==> config.mk <==
export PLATFORM = sky130hd
export DESIGN_NAME = touch_level_settling_filter
export DESIGN_NICKNAME = d
export VERILOG_FILES = /design/src/design/tlsf_pkg.sv /design/src/design/tlsf_div.sv /design/src/design/tlsf_datapath.sv /design/src/design/tlsf_ctrl.sv /design/src/design/touch_level_settling_filter.sv
export VERILOG_INCLUDE_DIRS = /design/src /design/src/design
export SDC_FILE = /design/constraint.sdc
export NUM_CORES = 2
export LEC_CHECK = 0
export BUFFER_PORTS_ARGS = -buffer_cell sky130_fd_sc_hd__buf_4
export CAP_MARGIN = 0
export CORE_MARGIN = 3
export CORE_UTILIZATION = 30
export CTS_BUF_LIST = sky130_fd_sc_hd__clkbuf_8 sky130_fd_sc_hd__clkbuf_16
export CTS_CLUSTER_DIAMETER = 80
export DETAILED_ROUTE_END_ITERATION = 8
export SLEW_MARGIN = 15
export SYNTH_ARGS = -nofsm -noshare
export SYNTH_HDL_FRONTEND = slang
export SYNTH_HIERARCHICAL = 1
export SYNTH_SLANG_ARGS = --single-unit
==> constraint.sdc <==
create_clock -name clk -period 15.25 [get_ports clk]
set_input_delay 3.05 -clock clk [delete_from_list [all_inputs] [get_ports clk]]
set_output_delay 3.05 -clock clk [all_outputs]
set_load 0.01 [all_outputs]
==> src/design/touch_level_settling_filter_assert.svh <==
// assertion macros for the touch level settling filter
`ifndef TOUCH_LEVEL_SETTLING_FILTER_ASSERT_SVH
`define TOUCH_LEVEL_SETTLING_FILTER_ASSERT_SVH
`ifndef SYNTH
`define TLSF_ASSERT_IMP(lbl, clk_s, rst_s, ante, cons) \
	lbl: assert property (@(posedge clk_s) disable iff (!rst_s) (ante) |-> (cons)) \
		else $error("tlsf assertion failed");
`define TLSF_ASSERT_NXT(lbl, clk_s, rst_s, ante, cons) \
	lbl: assert property (@(posedge clk_s) disable iff (!rst_s) (ante) |=> (cons)) \
		else $error("tlsf assertion failed");
`else
`define TLSF_ASSERT_IMP(lbl, clk_s, rst_s, ante, cons)
`define TLSF_ASSERT_NXT(lbl, clk_s, rst_s, ante, cons)
`endif
`endif

==> src/design/tlsf_pkg.sv <==
// shared constants, register codes and control types of the touch level settling filter
`default_nettype none
package tlsf_pkg;
	localparam int READING_BITS_DEF = 16;
	localparam int RAW_BITS = 16;
	localparam int PCT_BITS = 10;
	localparam int CFG_IDX_BITS = 3;
	localparam int CFG_DATA_BITS = 16;
	localparam int OUT_BITS = 16;
	localparam int LEVEL_BITS = 17;
	localparam int ACC_BITS = 24;

	localparam logic [PCT_BITS-1:0] NOISE_PERCENT_RST = 10'd30;
	localparam logic [RAW_BITS-1:0] IN_LOW_RST = 16'd0;
	localparam logic [RAW_BITS-1:0] IN_HIGH_RST = 16'hFFFF;
	localparam logic signed [OUT_BITS-1:0] OUT_LOW_RST = 16'sd0;
	localparam logic signed [OUT_BITS-1:0] OUT_HIGH_RST = 16'sd127;

	typedef enum logic [CFG_IDX_BITS-1:0] {
		REG_NOISE_PERCENT = 3'd0,
		REG_AUTO_RAISE    = 3'd1,
		REG_IN_LOW        = 3'd2,
		REG_IN_HIGH       = 3'd3,
		REG_OUT_LOW       = 3'd4,
		REG_OUT_HIGH      = 3'd5,
		REG_MAP_ENABLE    = 3'd6
	} tlsf_reg_t;

	typedef struct packed {
		logic load_raw;
		logic update;
		logic prep;
		logic map_mul;
		logic div_start;
		logic load_out;
	} tlsf_cmd_t;

	typedef struct packed {
		logic div_done;
		logic range_empty;
	} tlsf_sts_t;
endpackage
`default_nettype wire

==> src/design/tlsf_div.sv <==
// bit-serial restoring divider, one quotient bit per cycle
`default_nettype none
module tlsf_div #(
	parameter int NW = 32,
	parameter int DW = 16
) (
	input  logic          clk,
	input  logic          arst_n,
	input  logic          start,
	input  logic [NW-1:0] dividend,
	input  logic [DW-1:0] divisor,
	output logic [NW-1:0] quotient,
	output logic          done
);
	localparam int CW = $clog2(NW + 1);

	logic [CW-1:0] cnt_q;
	logic          done_q;
	logic [NW-1:0] quo_q;
	logic [DW-1:0] rem_q;
	logic [DW-1:0] dvs_q;
	logic [DW:0]   rem_sh;
	logic [DW:0]   rem_nx;
	logic          ge;

	assign rem_sh = {rem_q, quo_q[NW-1]};
	assign ge = rem_sh >= {1'b0, dvs_q};
	assign rem_nx = ge ? (rem_sh - {1'b0, dvs_q}) : rem_sh;

	always_ff @(posedge clk or negedge arst_n) begin
		if (!arst_n) begin
			cnt_q <= '0;
			done_q <= 1'b0;
		end else begin
			done_q <= (cnt_q == CW'(1)) && !start;
			if (start) begin
				cnt_q <= CW'(NW);
			end else if (cnt_q != '0) begin
				cnt_q <= cnt_q - 1'b1;
			end
		end
	end

	always_ff @(posedge clk) begin
		if (start) begin
			quo_q <= dividend;
			rem_q <= '0;
			dvs_q <= divisor;
		end else if (cnt_q != '0) begin
			quo_q <= {quo_q[NW-2:0], ge};
			rem_q <= rem_nx[DW-1:0];
		end
	end

	assign quotient = quo_q;
	assign done = done_q;
endmodule
`default_nettype wire

==> src/design/tlsf_datapath.sv <==
// filter state, settling arithmetic, range mapping and result register
`default_nettype none
module tlsf_datapath #(
	parameter int READING_BITS = tlsf_pkg::READING_BITS_DEF
) (
	input  logic                                   clk,
	input  logic                                   arst_n,
	input  tlsf_pkg::tlsf_cmd_t                    cmd,
	output tlsf_pkg::tlsf_sts_t                    sts,
	input  logic [READING_BITS-1:0]                raw,
	input  logic [tlsf_pkg::PCT_BITS-1:0]          noise_percent,
	input  logic                                   auto_raise_high,
	input  logic                                   map_enable,
	input  logic [READING_BITS-1:0]                range_low,
	input  logic [READING_BITS-1:0]                range_high,
	input  logic                                   reload,
	input  logic signed [tlsf_pkg::OUT_BITS-1:0]   out_low,
	input  logic signed [tlsf_pkg::OUT_BITS-1:0]   out_high,
	output logic signed [tlsf_pkg::LEVEL_BITS-1:0] level
);
	import tlsf_pkg::*;

	localparam int RB = READING_BITS;
	localparam int RPW = RB + PCT_BITS;
	localparam int CMPW = (RB + 11 > ACC_BITS + 7) ? RB + 11 : ACC_BITS + 7;
	localparam int SUMW = ((RB + 1 > ACC_BITS) ? RB + 1 : ACC_BITS) + 1;
	localparam int RW = RB + 4;
	localparam int PW = RB + OUT_BITS;
	localparam int QW = PW + 1;
	localparam int LW = QW + 1;
	localparam logic signed [SUMW-1:0] ACC_MAX_X = SUMW'((1 << (ACC_BITS - 1)) - 1);
	localparam logic signed [SUMW-1:0] ACC_MIN_X = ~ACC_MAX_X;

	logic [RB-1:0]                raw_q;
	logic [RPW-1:0]               rp_q;
	logic [RB-1:0]                settled_q;
	logic [RB-1:0]                high_q;
	logic signed [ACC_BITS-1:0]   acc_q;
	logic [RB-1:0]                smag_q;
	logic [RB-1:0]                hmag_q;
	logic [OUT_BITS-1:0]          omag_q;
	logic                         qneg_q;
	logic                         empty_q;
	logic [PW-1:0]                pmag_q;
	logic signed [LEVEL_BITS-1:0] level_q;

	// settling update
	logic signed [RB:0]         diff;
	logic [RB:0]                dmag;
	logic [CMPW-1:0]            dm_x;
	logic [CMPW-1:0]            rp_x;
	logic [CMPW-1:0]            dead_cmp;
	logic                       dead;
	logic signed [ACC_BITS-1:0] acc_rnd;
	logic signed [ACC_BITS-1:0] acc_half;
	logic signed [SUMW-1:0]     acc_sum;
	logic signed [ACC_BITS-1:0] acc_sat;
	logic signed [ACC_BITS-1:0] acc_new;
	logic [ACC_BITS-1:0]        amag;
	logic [CMPW-1:0]            am_x;
	logic [CMPW-1:0]            thr_cmp;
	logic                       settle;
	logic [RW-1:0]              r10;
	logic [RW-1:0]              h11;
	logic                       raise;

	assign diff = $signed({1'b0, raw_q}) - $signed({1'b0, settled_q});
	assign dmag = diff[RB] ? (RB+1)'(-diff) : (RB+1)'(diff);
	assign dm_x = CMPW'(dmag);
	assign rp_x = CMPW'(rp_q);
	// 2000 * |diff| against raw * percent
	assign dead_cmp = (dm_x << 11) - (dm_x << 5) - (dm_x << 4);
	assign dead = (dmag <= (RB+1)'(2)) || (dead_cmp <= rp_x);

	assign acc_rnd = acc_q + $signed(ACC_BITS'(acc_q[ACC_BITS-1]));
	assign acc_half = acc_rnd >>> 1;
	assign acc_sum = SUMW'(acc_q) + SUMW'(diff);
	always_comb begin
		if (acc_sum > ACC_MAX_X) begin
			acc_sat = ACC_BITS'(ACC_MAX_X);
		end else if (acc_sum < ACC_MIN_X) begin
			acc_sat = ACC_BITS'(ACC_MIN_X);
		end else begin
			acc_sat = ACC_BITS'(acc_sum);
		end
	end
	assign acc_new = dead ? acc_half : acc_sat;
	assign amag = acc_new[ACC_BITS-1] ? ACC_BITS'(-acc_new) : ACC_BITS'(acc_new);
	assign am_x = CMPW'(amag);
	// 100 * |acc| against raw * percent
	assign thr_cmp = (am_x << 6) + (am_x << 5) + (am_x << 2);
	assign settle = rp_x < thr_cmp;

	assign r10 = (RW'(raw_q) << 3) + (RW'(raw_q) << 1);
	assign h11 = (RW'(high_q) << 3) + (RW'(high_q) << 1) + RW'(high_q);
	assign raise = auto_raise_high && (r10 > h11);

	always_ff @(posedge clk or negedge arst_n) begin
		if (!arst_n) begin
			settled_q <= RB'(IN_LOW_RST);
			high_q <= RB'(IN_HIGH_RST);
			acc_q <= '0;
		end else if (reload) begin
			settled_q <= range_low;
			high_q <= range_high;
			acc_q <= '0;
		end else if (cmd.update) begin
			if (raise) begin
				high_q <= raw_q;
			end
			if (settle) begin
				settled_q <= raw_q;
				acc_q <= '0;
			end else begin
				acc_q <= acc_new;
			end
		end
	end

	// range mapping operands
	logic signed [RB:0]         sdiff;
	logic signed [RB:0]         hdiff;
	logic signed [OUT_BITS:0]   odiff;
	logic [PW-1:0]              quo;
	logic                       div_done;
	logic signed [QW-1:0]       qs;
	logic signed [LW-1:0]       lsum;
	logic signed [OUT_BITS-1:0] lb;
	logic signed [OUT_BITS-1:0] ub;
	logic signed [OUT_BITS-1:0] clamped;
	logic signed [OUT_BITS-1:0] mapped;
	logic signed [LEVEL_BITS-1:0] level_n;

	assign sdiff = $signed({1'b0, settled_q}) - $signed({1'b0, range_low});
	assign hdiff = $signed({1'b0, high_q}) - $signed({1'b0, range_low});
	assign odiff = (OUT_BITS+1)'(out_high) - (OUT_BITS+1)'(out_low);

	always_ff @(posedge clk) begin
		if (cmd.load_raw) begin
			raw_q <= raw;
			rp_q <= RPW'(raw) * RPW'(noise_percent);
		end
		if (cmd.prep) begin
			smag_q <= sdiff[RB] ? RB'(-sdiff) : RB'(sdiff);
			hmag_q <= hdiff[RB] ? RB'(-hdiff) : RB'(hdiff);
			omag_q <= odiff[OUT_BITS] ? OUT_BITS'(-odiff) : OUT_BITS'(odiff);
			qneg_q <= sdiff[RB] ^ hdiff[RB] ^ odiff[OUT_BITS];
			empty_q <= (hdiff == '0);
		end
		if (cmd.map_mul) begin
			pmag_q <= PW'(smag_q) * PW'(omag_q);
		end
		if (cmd.load_out) begin
			level_q <= level_n;
		end
	end

	tlsf_div #(
		.NW(PW),
		.DW(RB)
	) u_div (
		.clk      (clk),
		.arst_n   (arst_n),
		.start    (cmd.div_start),
		.dividend (pmag_q),
		.divisor  (hmag_q),
		.quotient (quo),
		.done     (div_done)
	);

	assign qs = qneg_q ? -$signed({1'b0, quo}) : $signed({1'b0, quo});
	assign lsum = LW'(qs) + LW'(out_low);
	assign lb = (out_low < out_high) ? out_low : out_high;
	assign ub = (out_low < out_high) ? out_high : out_low;

	always_comb begin
		if (lsum < LW'(lb)) begin
			clamped = lb;
		end else if (lsum > LW'(ub)) begin
			clamped = ub;
		end else begin
			clamped = OUT_BITS'(lsum);
		end
	end

	assign mapped = empty_q ? out_low : clamped;
	assign level_n = map_enable ? LEVEL_BITS'(mapped) : $signed(LEVEL_BITS'(settled_q));

	assign sts = {div_done, empty_q};
	assign level = level_q;
endmodule
`default_nettype wire

==> src/design/tlsf_ctrl.sv <==
// sequencing state machine and result handshake of the touch level settling filter
`default_nettype none
`include "touch_level_settling_filter_assert.svh"
module tlsf_ctrl (
	input  logic                clk,
	input  logic                arst_n,
	input  logic                in_valid,
	output logic                in_ready,
	output logic                out_valid,
	input  logic                out_ready,
	input  logic                map_enable,
	output tlsf_pkg::tlsf_cmd_t cmd,
	input  tlsf_pkg::tlsf_sts_t sts
);
	import tlsf_pkg::*;

	typedef enum logic [2:0] {
		S_IDLE,
		S_UPD,
		S_PREP,
		S_MUL,
		S_DSTART,
		S_DIV,
		S_FIN
	} state_t;

	state_t state_q;
	logic   out_valid_q;
	logic   out_slot;

	assign out_slot = !out_valid_q || out_ready;
	assign in_ready = (state_q == S_IDLE);

	always_comb begin
		cmd = '0;
		cmd.load_raw = in_valid && (state_q == S_IDLE);
		cmd.update = (state_q == S_UPD);
		cmd.prep = (state_q == S_PREP);
		cmd.map_mul = (state_q == S_MUL);
		cmd.div_start = (state_q == S_DSTART);
		cmd.load_out = (state_q == S_FIN) && out_slot;
	end

	always_ff @(posedge clk or negedge arst_n) begin
		if (!arst_n) begin
			state_q <= S_IDLE;
			out_valid_q <= 1'b0;
		end else begin
			if (cmd.load_out) begin
				out_valid_q <= 1'b1;
			end else if (out_ready) begin
				out_valid_q <= 1'b0;
			end
			case (state_q)
				S_IDLE: begin
					if (in_valid) begin
						state_q <= S_UPD;
					end
				end
				S_UPD: begin
					state_q <= map_enable ? S_PREP : S_FIN;
				end
				S_PREP: begin
					state_q <= S_MUL;
				end
				S_MUL: begin
					state_q <= sts.range_empty ? S_FIN : S_DSTART;
				end
				S_DSTART: begin
					state_q <= S_DIV;
				end
				S_DIV: begin
					if (sts.div_done) begin
						state_q <= S_FIN;
					end
				end
				S_FIN: begin
					if (out_slot) begin
						state_q <= S_IDLE;
					end
				end
				default: begin
					state_q <= S_IDLE;
				end
			endcase
		end
	end

	assign out_valid = out_valid_q;

	`TLSF_ASSERT_NXT(a_busy_after_accept, clk, arst_n, cmd.load_raw, !in_ready)
	`TLSF_ASSERT_IMP(a_done_only_in_div, clk, arst_n, sts.div_done, state_q == S_DIV)
	`TLSF_ASSERT_IMP(a_no_div_on_empty, clk, arst_n, cmd.div_start, !sts.range_empty)
endmodule
`default_nettype wire

==> src/design/touch_level_settling_filter.sv <==
// top level: configuration registers, input sizing, controller and datapath
`default_nettype none
// Touch level settling filter. Each raw reading beat yields one level beat. With mapping
// off an item passes the update and finish states only. With mapping on it also passes
// the prepare and multiply states and, unless the input range is empty, the bit-serial
// divider that produces one quotient bit of the READING_BITS + 16 bit range-mapping
// quotient per cycle. A reading is taken only in the idle state. A finished level waits
// in the output register while the next reading is taken. Configuration writes are always
// ready and must be issued only while the block is idle; writing in_low or in_high reloads
// the settled value, the high bound and the accumulator in the cycle after the write.
module touch_level_settling_filter #(
	parameter int READING_BITS = tlsf_pkg::READING_BITS_DEF
) (
	input  logic                                   clk,
	input  logic                                   arst_n,
	input  logic                                   in_valid,
	output logic                                   in_ready,
	input  logic [tlsf_pkg::RAW_BITS-1:0]          raw_reading,
	output logic                                   out_valid,
	input  logic                                   out_ready,
	output logic signed [tlsf_pkg::LEVEL_BITS-1:0] level,
	input  logic                                   cfg_valid,
	output logic                                   cfg_ready,
	input  logic [tlsf_pkg::CFG_IDX_BITS-1:0]      cfg_index,
	input  logic [tlsf_pkg::CFG_DATA_BITS-1:0]     cfg_data
);
	import tlsf_pkg::*;

	logic [PCT_BITS-1:0]        noise_percent_q;
	logic                       auto_raise_q;
	logic [RAW_BITS-1:0]        in_low_q;
	logic [RAW_BITS-1:0]        in_high_q;
	logic signed [OUT_BITS-1:0] out_low_q;
	logic signed [OUT_BITS-1:0] out_high_q;
	logic                       map_enable_q;
	logic                       reload_q;
	logic                       cfg_write;

	tlsf_cmd_t cmd;
	tlsf_sts_t sts;

	assign cfg_ready = 1'b1;
	assign cfg_write = cfg_valid && cfg_ready;

	always_ff @(posedge clk or negedge arst_n) begin
		if (!arst_n) begin
			noise_percent_q <= NOISE_PERCENT_RST;
			auto_raise_q <= 1'b0;
			in_low_q <= IN_LOW_RST;
			in_high_q <= IN_HIGH_RST;
			out_low_q <= OUT_LOW_RST;
			out_high_q <= OUT_HIGH_RST;
			map_enable_q <= 1'b0;
			reload_q <= 1'b0;
		end else begin
			reload_q <= 1'b0;
			if (cfg_write) begin
				case (cfg_index)
					REG_NOISE_PERCENT: noise_percent_q <= cfg_data[PCT_BITS-1:0];
					REG_AUTO_RAISE: auto_raise_q <= cfg_data[0];
					REG_IN_LOW: begin
						in_low_q <= cfg_data[RAW_BITS-1:0];
						reload_q <= 1'b1;
					end
					REG_IN_HIGH: begin
						in_high_q <= cfg_data[RAW_BITS-1:0];
						reload_q <= 1'b1;
					end
					REG_OUT_LOW: out_low_q <= $signed(cfg_data[OUT_BITS-1:0]);
					REG_OUT_HIGH: out_high_q <= $signed(cfg_data[OUT_BITS-1:0]);
					REG_MAP_ENABLE: map_enable_q <= cfg_data[0];
					default: begin
					end
				endcase
			end
		end
	end

	tlsf_ctrl u_ctrl (
		.clk        (clk),
		.arst_n     (arst_n),
		.in_valid   (in_valid),
		.in_ready   (in_ready),
		.out_valid  (out_valid),
		.out_ready  (out_ready),
		.map_enable (map_enable_q),
		.cmd        (cmd),
		.sts        (sts)
	);

	tlsf_datapath #(
		.READING_BITS(READING_BITS)
	) u_datapath (
		.clk             (clk),
		.arst_n          (arst_n),
		.cmd             (cmd),
		.sts             (sts),
		.raw             (READING_BITS'(raw_reading)),
		.noise_percent   (noise_percent_q),
		.auto_raise_high (auto_raise_q),
		.map_enable      (map_enable_q),
		.range_low       (READING_BITS'(in_low_q)),
		.range_high      (READING_BITS'(in_high_q)),
		.reload          (reload_q),
		.out_low         (out_low_q),
		.out_high        (out_high_q),
		.level           (level)
	);
endmodule
`default_nettype wire

== Yosys cells after proc, flatten, opt, wreduce, memory -nomap -nowiden ==
Cells that the tools add are included.

* Div/mod/pow operators: 0
* Add/sub/neg operators: 22
* Reductions and logical operators: 28
* Shift-type cells: 0
* Bitwise logic cells: 2
* Equal/unequal tests: 16
* $mul: 2
* Multiplexer cells: 39
* Magnitude comparators: 10

{| class="wikitable"
|+ Operator list
! operator !! number
|-
| $mux W16 || 16
|-
| $mux W24 || 7
|-
| $sub A16 B16 Y17 || 4
|-
| $mux W32 || 2
|-
| $neg A16 Y16 || 3
|-
| $add A19 B17 Y20 || 2
|-
| $add A33 B16 Y34 || 1
|-
| $gt A34 B16 Y1 || 1
|-
| $lt A34 B16 Y1 || 1
|-
| $mux W33 || 1
|-
| $neg A32 Y33 || 1
|-
| $mul A16 B16 Y32 || 1
|-
| $add A30 B29 Y31 || 1
|-
| $add A31 B26 Y31 || 1
|-
| $le A31 B26 Y1 || 1
|-
| $lt A26 B31 Y1 || 1
|-
| $sub A31 B21 Y31 || 1
|-
| $sub A28 B22 Y29 || 1
|-
| $mul A16 B10 Y26 || 1
|-
| $add A24 B17 Y25 || 1
|-
| $gt A25 B24 Y1 const B || 1
|-
| $lt A25 B24 Y1 const B || 1
|-
| $add A24 B2 Y24 || 1
|-
| $neg A24 Y24 || 1
|-
| other kinds (31) || 67
|}

* Memories kept: 0
* Word-level logic and storage cells: 147
* ROM bits: 0
* Bits in latches: 0
* Bits of input ports: 40
* Output and inout bits: 20
* Bits in writable memories: 0
* Bits in registers: 349

== Depth between registers and ports, before layout ==
* Depth after elaboration: 16
* Mapped depth: 80
* Mapped depth without buffers: 78

== Cells and area by module ==
Netlist, hierarchy kept.

{| class="wikitable"
|+ Modules (own cells, without submodules)
! module !! seq. area each (sq um) !! area each (sq um) !! instances !! cells an instance
|-
| tlsf_datapath || 5655.4 || 38320.5 || 1 || 4444
|-
| tlsf_div || 1936.9 || 3891.2 || 1 || 341
|-
| touch_level_settling_filter || 1960.6 || 3084.2 || 1 || 171
|-
| tlsf_ctrl || 100.1 || 242.7 || 1 || 28
|}

== Worst setup path after synthesis ==
No wires, ideal clock.

* Path type: register to register
* Start: register u_datapath.raw_q[0]
* End: register u_datapath.settled_q[10]
* Data arrival time: 14.295 ns
* Path buffers: 3
* Setup time: 0.081 ns
* Cell stages (with the launch flop): 76
* Path slack: 0.873 ns
* Required time: 15.169 ns
* Clock period less this slack: 14.377 ns
* Path through: edfxtp_1 inv_1 ha_1 fa_1 nand2b_1 a21o_1 a21oi_2 a21oi_1 o21ai_2 inv_2 buf_1 nand2_1 xnor2_1 inv_1 ha_1 and3_1 a221o_1 xor2_1 [... 40 more ...] a21oi_1 o21bai_1 a21oi_1 o21bai_1 a21oi_1 o21ai_0 a2111oi_0 nor2_1 a21oi_1 xor2_1 ha_1 and4_1 a31oi_1 a2111oi_0 o211ai_1 nand2_1 clkbuf_1 mux2i_1

* Word-level cells in the longest chain between the ends: 15
* Elaborated cells between the ends (all ways): 21
* Classes of those cells: 8 x add/sub; 5 x order compare; 5 x mux; 3 x reduce/logical

{| class="wikitable"
|+ Ends and longest elaborated chain
! item !! line !! text
|-
| start, declared || tlsf_datapath.sv:34 || <nowiki>logic [RB-1:0] raw_q;</nowiki>
|-
| start signal, assigned || tlsf_datapath.sv:140 || <nowiki>raw_q <= raw;</nowiki>
|-
| $sub A16 B16 Y17 (*) || tlsf_datapath.sv:67 || <nowiki>assign diff = $signed({1'b0, raw_q}) - $signed({1'b0, settled_q});</nowiki>
|-
| $neg A17 Y17 || tlsf_datapath.sv:68 || <nowiki>assign dmag = diff[RB] ? (RB+1)'(-diff) : (RB+1)'(diff);</nowiki>
|-
| $mux W17 || tlsf_datapath.sv:68 ||
|-
| $sub A28 B22 Y29 || tlsf_datapath.sv:72 || <nowiki>assign dead_cmp = (dm_x << 11) - (dm_x << 5) - (dm_x << 4);</nowiki>
|-
| $sub A31 B21 Y31 || tlsf_datapath.sv:72 ||
|-
| $le A31 B26 Y1 || tlsf_datapath.sv:73 || <nowiki>assign dead = (dmag <= (RB+1)'(2)) || (dead_cmp <= rp_x);</nowiki>
|-
| $logic_or A1 B1 Y1 || tlsf_datapath.sv:73 ||
|-
| $mux W24 (*) || tlsf_datapath.sv:87 || <nowiki>assign acc_new = dead ? acc_half : acc_sat;</nowiki>
|-
| $neg A24 Y24 || tlsf_datapath.sv:88 || <nowiki>assign amag = acc_new[ACC_BITS-1] ? ACC_BITS'(-acc_new) : ACC_BITS'(acc_new);</nowiki>
|-
| $mux W24 (*) || tlsf_datapath.sv:88 ||
|-
| $add A30 B29 Y31 || tlsf_datapath.sv:91 || <nowiki>assign thr_cmp = (am_x << 6) + (am_x << 5) + (am_x << 2);</nowiki>
|-
| $add A31 B26 Y31 (*) || tlsf_datapath.sv:91 ||
|-
| $lt A26 B31 Y1 (*) || tlsf_datapath.sv:92 || <nowiki>assign settle = rp_x < thr_cmp;</nowiki>
|-
| $reduce_bool A2 Y1 (no source line) (*) || -- ||
|-
| $reduce_and A2 Y1 (no source line) (*) || -- ||
|-
| end signal, assigned || tlsf_datapath.sv:100 || <nowiki>settled_q <= RB'(IN_LOW_RST);</nowiki>
|-
| end signal, assigned || tlsf_datapath.sv:104 || <nowiki>settled_q <= range_low;</nowiki>
|-
| end signal, assigned || tlsf_datapath.sv:112 || <nowiki>settled_q <= raw_q;</nowiki>
|-
| end, declared || tlsf_datapath.sv:36 || <nowiki>logic [RB-1:0] settled_q;</nowiki>
|}

Every way passes the cells marked *; elsewhere a longest branch is shown, timed or not.
A chain may end at the register's enable or synchronous reset.

== Worst setup path in the final report ==
* Start: register u_datapath.raw_q[0]
* End: register u_datapath.settled_q[6]

Same word-level chain as after synthesis.

==> results.md <==
- Status: completed
- F_max: 0.0690 GHz
- Inst Count DP: 6962
- Top Ports: 60
- Syn Std Cell Area: 45500 µm²
- Ys Warns: 6
- WS Path Type: reg2reg
- CP endpoint: u_datapath/settled_q[6]$_DFFE_PN0P_
- Max Slew Vio Count: 0
- Die Span Y: 396 µm
- Crit-path max FO: 16
- CP startpoint kind: flop
- HPWL after DPL: 101 mm
- CP arrival: 15.01 ns
- Area grow syn2layout: 9.62%
- Vias/cell: 5.09
- Total vias in the final route: 35925
- CTS tree: yes
- Number of global-route vias before repair: 35953
- FFs w/ async S/R, synth: 41.3%
- R2R depth: 73
- Mapped Cells: 4984
- Post-route clock period utilization: 95.1%
- H-Tree Level Count: 2
- CTS clk-pin slew, worst paths: 0.06 ns
- R2R setup slack: 0.75 ns
- First-pass GRT wire length: 201 mm
- Initial core utilization: 30.3%
- Syn nets: 5900
- Setup Viol. Count Final: 0
- Number of hold buffers added after CTS: 0
- Worst r2r src: u_datapath/raw_q[0]$_DFFE_PP_
- R2R Path End: u_datapath/settled_q[6]$_DFFE_PN0P_
- Routed Wire Length: 128 mm
- Placement Rows: 142
- Slew @ Worst Pin: 1.06 ns
- Setup Skew: 0.0168 ns
- Sequential area share after synthesis: 21.2%
- Clock Sinks: 349
- Worst hold path type: reg2reg
- Synth unique cells: 121
- Critical path startpoint: u_datapath/raw_q[0]$_DFFE_PP_
- EDFF count, synth: 189
- First-pass iteration count of the detailed router: 6
- DRC Markers: 0
- Grt total ovfl: 0
- Antenna Violating Nets Remaining: 0
- Flops & latches, synth: 349
- Synthesized area per cell: 9.14 µm²
- Later-pin clock latency in the skew report: 0.61 ns
- All-layer global routing usage: 16.0%
- Number of port buffers: 58
- Leading cell types in the layout, fill and taps excluded: inv_1, ha_1, nand2_1, fa_1, xnor2_1
- DR WL/cell: 18.1 µm
- Layout cells sized above 1: 9.62%
- Root buf cell: clkbuf_16
- CTS Buf Count: 45
- Initial antenna violation count: 10
- Die area: 157000 µm²
- Final Hold Viols: 0
- Relative slew slack: 29.1%
- WP data required: 15.76 ns
- Final Util: 33.2%
- Layout Cells excl Fill: 7055
- Gp weighted congestion: 0.939
- Worst path slowest cell: fa_1
- Hold Crit Depth: 0
- Fin nets: 5913
- Initial DRC Count: 2560
- Most common cell on crit path: a21oi_1
- Clock buffer depth: 3
- CP peak stage delay: 0.55 ns
- Commonest non-fill, non-tap cell in the layout: inv_1
- Worst Setup End Kind: flop
- Placeable Area: 150000 µm²
- Largest net degree at the start of global routing: 85
- Die W: 396 µm
- Main flop type after synthesis: edfxtp_1
- Maximum Capacitance Violations: 0
- Fin crit period: 14.50 ns
- Hold slack final: 0.419 ns
==> worst min path at each step <==
stage                                                from                              endpoint  slack, ns
after detailed placement   u_datapath/hmag_q[5]$_DFFE_PP_   u_datapath/u_div/dvs_q[5]$_DFFE_PP_       0.41
final                      u_datapath/hmag_q[9]$_DFFE_PP_   u_datapath/u_div/dvs_q[9]$_DFFE_PP_       0.42
after global routing       u_datapath/hmag_q[8]$_DFFE_PP_   u_datapath/u_div/dvs_q[8]$_DFFE_PP_       0.43
after CTS                  u_datapath/hmag_q[6]$_DFFE_PP_   u_datapath/u_div/dvs_q[6]$_DFFE_PP_       0.42
after global placement    u_datapath/hmag_q[15]$_DFFE_PP_  u_datapath/u_div/dvs_q[15]$_DFFE_PP_       0.40
after floorplan            u_datapath/hmag_q[0]$_DFFE_PP_   u_datapath/u_div/dvs_q[0]$_DFFE_PP_       0.40
==> worst max-delay path, delay by kind of cell (launching register included) <==
kind	cells	cell delay [ns]
compound gates	33	6.54
xor+xnor	4	0.77
flops	1	0.39
simple gates	20	2.78
mux	1	0.22
fa+ha+maj	9	2.95
buf+inv	6	0.74
==> kinds of logic after synthesis <==
| kind of cell | Yosys count | share of synthesized area (%) |
|---|---|---|
| adders and majority gates | 885 | 29.8 |
| buffers and inverters | 753 | 6.48 |
| xor gates and xnor gates | 377 | 7.44 |
| muxes | 201 | 4.91 |
| and+or+nand+nor | 1431 | 15.5 |
| DFF | 349 | 21.2 |
| AOI/OAI and AO/OA | 987 | 14.6 |
| other | 1 | 0.00823 |
==> synth_stat cells, types with 15 or more instances <==
master / n / area (µm²)
inv_1: 588 / 2210
ha_1: 539 / 6740
nand2_1: 522 / 1960
fa_1: 337 / 6750
xnor2_1: 289 / 2530
a21oi_1: 260 / 1300
nor2_1: 233 / 875
o21ai_0: 202 / 1010
and2_1: 191 / 1190
edfxtp_1: 189 / 5680
clkbuf_1: 109 / 409
dfrtp_1: 101 / 2530
a21o_1: 97 / 728
mux2_2: 95 / 1070
mux2i_1: 85 / 851
nand3_1: 85 / 425
xor2_1: 81 / 709
nor3_1: 74 / 370
o21bai_1: 71 / 533
nand2b_1: 57 / 357
o31ai_1: 51 / 383
nor2b_1: 48 / 300
nand4_1: 45 / 282
dfstp_2: 43 / 1130
or3_1: 36 / 225
o21a_1: 34 / 255
and3_1: 28 / 175
o211ai_1: 28 / 210
mux2_4: 21 / 315
nor4_1: 21 / 131
or2_2: 21 / 131
a31oi_1: 18 / 113
buf_2: 18 / 90.1
a21boi_0: 17 / 128
dfxtp_1: 16 / 320
a211oi_1: 15 / 113
==> sequential cells by signal (all words and copies together) (netlist names), 17 cells and up <==
name	count
u_datapath/pmag_q	32
u_datapath/u_div/quotient	32
u_datapath/rp_q	26
u_datapath/acc_q	24
u_datapath/level	17
==> cell type report <==
type / instances / area [µm²]
Antenna cell: 7 / 17.5
Clock buffer: 48 / 1180
Clock inverter: 34 / 322
Inverter: 599 / 2250
Sequential cell: 349 / 9650
Timing Repair Buffer: 120 / 917
Tap cell: 2016 / 2520
Fill cell: 15567 / 100000
Multi-Input combinational cell: 3882 / 33100
==> timing repair <==
| item | CTS | global route |
|---|---|---|
| setup endpoints to repair | 0 | 40 |
| setup buffers | 0 | 4 |
| gates resized for setup | 0 | 24 |
==> metal layers <==
layer | part of all wire (%) | wire length, µm | GRT usage (%)
met1 | 47 | 59900 | 22.9
met2 | 45 | 57500 | 25.9
met3 | 5.6 | 7150 | 1.75
met4 | 2.3 | 2990 | 3.66
met5 | 0.010 | 13 | 0
==> through the flow <==
stage                     worst slack, ns  cell area, µm²  TNS [ns]
after detailed placement            0.196           48300         0
after floorplan                     0.873           45500         0
final                               0.750           49900         0
after global routing              -0.0590           49900    -0.372
after CTS                           0.126           49800         0
after global placement              0.374           48300         0
Power is left out: the tool's default activity adds up to more than one toggle a clock period on the data nets, which glitch-free logic cannot reach.
